**src/hdl/evtu_pkg.sv**
```systemverilog
// Shared types and constants for the eikonal voxel time update block.
// No dependencies; every other file in hdl/ imports this package.
package evtu_pkg;

    // Time word width; the fraction point does not change any datapath width.
    localparam int TW = 32;
    // Radicand width: up to three squared time words plus headroom.
    localparam int RW = 2 * TW + 2;
    // Square root result width and number of root stages.
    localparam int NS = TW + 1;
    // Width of the pre-divide total.
    localparam int ND = TW + 3;

    // Divide by three in two digits: reciprocal multiply on the high part,
    // then on the high remainder joined with the low part.
    localparam int DLO = 17;
    localparam int DHI = ND - DLO;
    localparam int DKH = DHI + 2;
    localparam int DKL = DLO + 4;
    localparam logic [DKH-1:0] DMH = DKH'((2 ** DKH + 2) / 3);
    localparam logic [DKL-1:0] DML = DKL'((2 ** DKL + 2) / 3);

    // Queue between the front and back parts.
    localparam int QDEPTH = 8;
    localparam int QAW    = 3;
    localparam int QCW    = 4;
    // Front stages that may hold items not yet in the queue, plus one arriving.
    localparam int QSLACK = 4;

    // How many axes carry at least one valid neighbour.
    typedef enum logic [1:0] {
        CLS_NONE,
        CLS_ONE,
        CLS_TWO,
        CLS_THREE
    } cls_t;

    // Item handed from the front part to the back part.
    typedef struct packed {
        cls_t              cls;
        logic [TW:0]       one_sum;
        logic [TW+1:0]     sum;
        logic [TW-1:0]     top;
        logic [2*TW-1:0]   ss;
        logic [2*TW-1:0]   sq01;
        logic [2*TW-1:0]   sq02;
        logic [2*TW-1:0]   sq12;
    } work_t;

    // Fields that ride along the root and divide pipelines.
    typedef struct packed {
        cls_t              cls;
        logic [TW:0]       one_sum;
        logic [TW+1:0]     sum;
        logic [TW-1:0]     top;
        logic              ge;
    } side_t;

endpackage

```
**src/hdl/evtu_queue.sv**
```systemverilog
// Short queue between the front and back parts of the block.
// Depends on evtu_pkg for the item type and depth.
module evtu_queue (
    input  logic            clk,
    input  logic            rst_n,
    input  logic            push,
    input  evtu_pkg::work_t din,
    output logic            out_vld,
    output evtu_pkg::work_t dout,
    output logic            full_soon
);
    import evtu_pkg::*;

    work_t             mem_reg [QDEPTH];
    logic [QAW-1:0]    wr_reg, rd_reg;
    logic [QCW-1:0]    cnt_reg, cnt_next;
    logic              pop;

    // The back part never stalls: drain whenever an item is held
    assign pop      = (cnt_reg != '0);
    assign out_vld  = pop;
    assign dout     = mem_reg[rd_reg];
    assign full_soon = (cnt_reg >= QCW'(QDEPTH - QSLACK));

    always_comb
    begin
        cnt_next = cnt_reg;
        if (push && !pop)
        begin
            cnt_next = cnt_reg + 1'b1;
        end
        else if (!push && pop)
        begin
            cnt_next = cnt_reg - 1'b1;
        end
    end

    // Hold pointers and count
    always_ff @(posedge clk or negedge rst_n)
    begin
        if (!rst_n)
        begin
            wr_reg  <= '0;
            rd_reg  <= '0;
            cnt_reg <= '0;
        end
        else
        begin
            if (push)
            begin
                wr_reg <= wr_reg + 1'b1;
            end
            if (pop)
            begin
                rd_reg <= rd_reg + 1'b1;
            end
            cnt_reg <= cnt_next;
        end
    end

    // Store items
    always_ff @(posedge clk)
    begin
        if (push)
        begin
            mem_reg[wr_reg] <= din;
        end
    end

    a_no_overflow: assert property (@(posedge clk) disable iff (!rst_n)
        push |-> (cnt_reg < QCW'(QDEPTH)))
        else $error("queue written while full");

    a_cnt_bound: assert property (@(posedge clk) disable iff (!rst_n)
        cnt_reg <= QCW'(QDEPTH))
        else $error("queue count out of range");

    a_idle_stays_empty: assert property (@(posedge clk) disable iff (!rst_n)
        (cnt_reg == '0 && !push) |=> (cnt_reg == '0))
        else $error("queue count moved without a write");

endmodule

```
**config.mk**
```make
export PLATFORM = sky130hd
export DESIGN_NAME = evtu_queue
export DESIGN_NICKNAME = d
export VERILOG_FILES = /design/src/hdl/evtu_pkg.sv /design/src/hdl/evtu_queue.sv
export SDC_FILE = /design/constraint.sdc
export NUM_CORES = 2
export LEC_CHECK = 0
export BUFFER_PORTS_ARGS = -buffer_cell sky130_fd_sc_hd__buf_2
export CAP_MARGIN = 0
export CORE_MARGIN = 1
export CORE_UTILIZATION = 60
export CTS_BUF_LIST = sky130_fd_sc_hd__clkbuf_4 sky130_fd_sc_hd__clkbuf_8 sky130_fd_sc_hd__clkbuf_16
export DETAILED_ROUTE_END_ITERATION = 6
export PLACE_DENSITY = 0.9
export SETUP_SLACK_MARGIN = 0.02
export SKIP_LAST_GASP = 1
export SYNTH_ARGS = -nofsm -noshare
export SYNTH_HDL_FRONTEND = slang
export SYNTH_SLANG_ARGS = --single-unit
```
**constraint.sdc**
```tcl
create_clock -name clk -period 39.7 [get_ports clk]
set_input_delay 1.985 -clock clk [delete_from_list [all_inputs] [get_ports clk]]
set_output_delay 1.985 -clock clk [all_outputs]
set_load 0.02 [all_outputs]
```
==> flow_summary.yaml <==
timing:
  whs_ns: 0.587
  setup_viol: 0
  finalWorstSetupSlack_ns: 31.01
  finalSetupTns_ns: 0
  tightest_slew_ns: 1.48
  hold_viol: 0
  period_share_pct: 21.9
  skew_ns: 0.0697
  drv_slew: 0
  fin_crit_ns: 8.69
  fmax_mhz: 115
  slew-limit-headroom_pct: 1.24
  rsz0062_at_grt: "no"
cts:
  clkTransAtPathRegs_ns: 0.06
  clkLatencyLatePin_ns: 0.95
  htree_levels: 5
  root_buffer: "clkbuf_16"
  cts_tree: "done"
  hold_buffers: 0
  clock_sinks: 2866
  cts-resized-gates: 0
  cts_buffer_depth: 4
  cts_setup_buffers: 0
  numCtsBuffers: 290
drt:
  firstDrtPassIters: 5
  wl_per_cell_um: 33.8
  wl_um: 260000
  ant_nets: 0
  via_per_inst: 6.56
  drc: 0
  drtIter0Drc: 5910
  dr_total_vias: 50513
critical_path:
  endpoint_kind: "primary output"
  start_kind: "register"
  crit_top_cell: "buf_4"
  worstReg2RegStart: "wr_reg[1]$_DFFE_PN0P_"
  crit_arrival_ns: 6.70
  max_stage_delay_ns: 1.03
  crit_chain: "buf_4 -> buf_4 -> buf_4 -> buf_4 -> mux4_2 -> mux2_2 -> buf_2"
  cpMaxStageDelayCell: "dfrtp_4"
  critPathRequiredTime_ns: 37.72
  critPathKind: "reg -> out"
  critPathLaunch: "rd_reg[1]$_DFFE_PN0P_"
  path_max_fanout: 72
global_route:
  track_usage_pct: 28.6
  antenna_found_initial: 106
  grt_max_degree: 138
  grt_pass1_wl_um: 369000
  grt_pass1_vias: 52821
  grt_overflow: 0
synthesis:
  synthFlopType: "edfxtp_1"
  ys_warn_count: 0
  seq_area_frac_synth_pct: 79.9
  yosysUniqueCellTypes: 27
  synth_area_sq_um: 108000
  yosys.area.top_type: "edfxtp_1"
  synth_top_area_share_pct: 79.7
  synth_nets: 4555
  postSynthCellCount: 4190
  ys_async_sr_fraction_pct: 0.349
  avgSynthCellArea_sq_um: 25.7
  synth-edff-count: 2856
  synthTopCellsByArea: "edfxtp_1 (80%), mux4_2 (15%), mux2_2 (3.8%), buf_6 (0.42%), buf_2 (0.33%)"
  ys_ff_latch: 2866
worst_hold_path:
  holdCritPathClass: "reg -> reg"
  min_from: "cnt_reg[2]$_DFFE_PN0P_"
pwr:
  p_leak_nw: 39.8
  powerDensity_nw_per_um2: 78.9
  vdd_drop_max_v: 0.0000780
  power_mw: 9.70
outcome:
  outcome: "finished, final reports clean"
run:
  cap_violations: 0
die:
  rows: 155
  die_y_um: 425
  core_area_sq_um: 178000
  initial_core_util_pct: 60.4
  die_x_um: 425
  die_area_sq_um: 181000
  pin_count: 719
finish:
  final_cells: 7701
  layout_commonest_cell: "edfxtp_1"
  drive_above_1_share_pct: 43.7
  area_delta_synth_final_pct: 14.1
  fin_area_sq_um: 123000
  final_cell_mix: "edfxtp_1 (2856), buf_2 (718), mux4_2 (714), mux2_2 (359), clkbuf_16 (296)"
  largest_register_ffs: 2856
  fillers: 9708
  nNetsFinal: 5431
  post-route-util_pct: 68.9
placed_design:
  dpl_cell_area_sq_um: 114000
  preCtsSetupSlack_ns: 31.96
  place_congestion: 0.787
  dpl.hpwl_um: 134000
  dp_cells: 7129
  numPortBuffers: 718
[cells by family after synthesis]
group / Yosys count / share of synthesized area (%)
DFF: 2866 / 79.9
muxes: 1074 / 18.7
buffers and inverters: 204 / 1.08
and+or+nand+nor: 27 / 0.120
AOI/OAI and AO/OA: 7 / 0.0430
xor gates and xnor gates: 7 / 0.0570
adders and majority gates: 5 / 0.0581
[cell type report]
class / count / area (sq um) / area share, %
diodes: 81 / 203 / 0.165
clock buffers: 351 / 7820 / 6.37
clock inverters: 140 / 1070 / 0.868
inverters: 2 / 7.51 / 0.00611
multi-input cells: 1120 / 20500 / 16.7
flip-flops and latches: 2866 / 86000 / 70.0
well taps: 2355 / 2950 / 2.40
repair buffers: 786 / 4270 / 3.47
[synthesized netlist by cell type, drive strengths merged, types with 3 or more instances]
cell,count
dfrtp,10
ha,5
buf,120
nor3,4
nor2,7
xnor2,4
mux4,714
nand2b,3
nand2,7
xor2,3
clkbuf,82
mux2,359
edfxtp,2856
[worst paths after layout]
path | slack [ns] | cells after the start | end
worst max-delay path | 31.01 | 7 | dout[250]
min in group asynchronous | 0.93 | 1 | cnt_reg[2]$_DFFE_PN0P_
worst min-delay path | 0.59 | 2 | cnt_reg[2]$_DFFE_PN0P_
worst max register to register | 35.38 | 5 | mem_reg[1][209]$_DFFE_PP_
worst min register to register | 0.59 | 2 | cnt_reg[2]$_DFFE_PN0P_
max in group asynchronous | 38.41 | 1 | rd_reg[0]$_DFFE_PN0P_
[where the power goes]
group | total [mW] | internal [mW] | switching [mW]
Combinational | 3.13 | 1.28 | 1.85
Clock | 2.61 | 1.49 | 1.11
Sequential | 3.96 | 3.80 | 0.161
[worst max-delay path: cells and delay by family, from the launching register on]
kind     cells  cell delay, ns
flops        1            1.03
buf+inv      5            3.85
mux          2            0.79
[per-layer routing]
| metal | vias up | wire length (um) | track usage, % |
|---|---|---|---|
| met3 | 842 | 21300 | 5.56 |
| li1 | 19931 | - | - |
| met4 | 30 | 19800 | 20.5 |
| met5 | - | 192 | 0 |
| met1 | 26239 | 83900 | 33.3 |
| met2 | 3471 | 135000 | 48.0 |
Note: power is estimated with default switching activity, not from simulation.
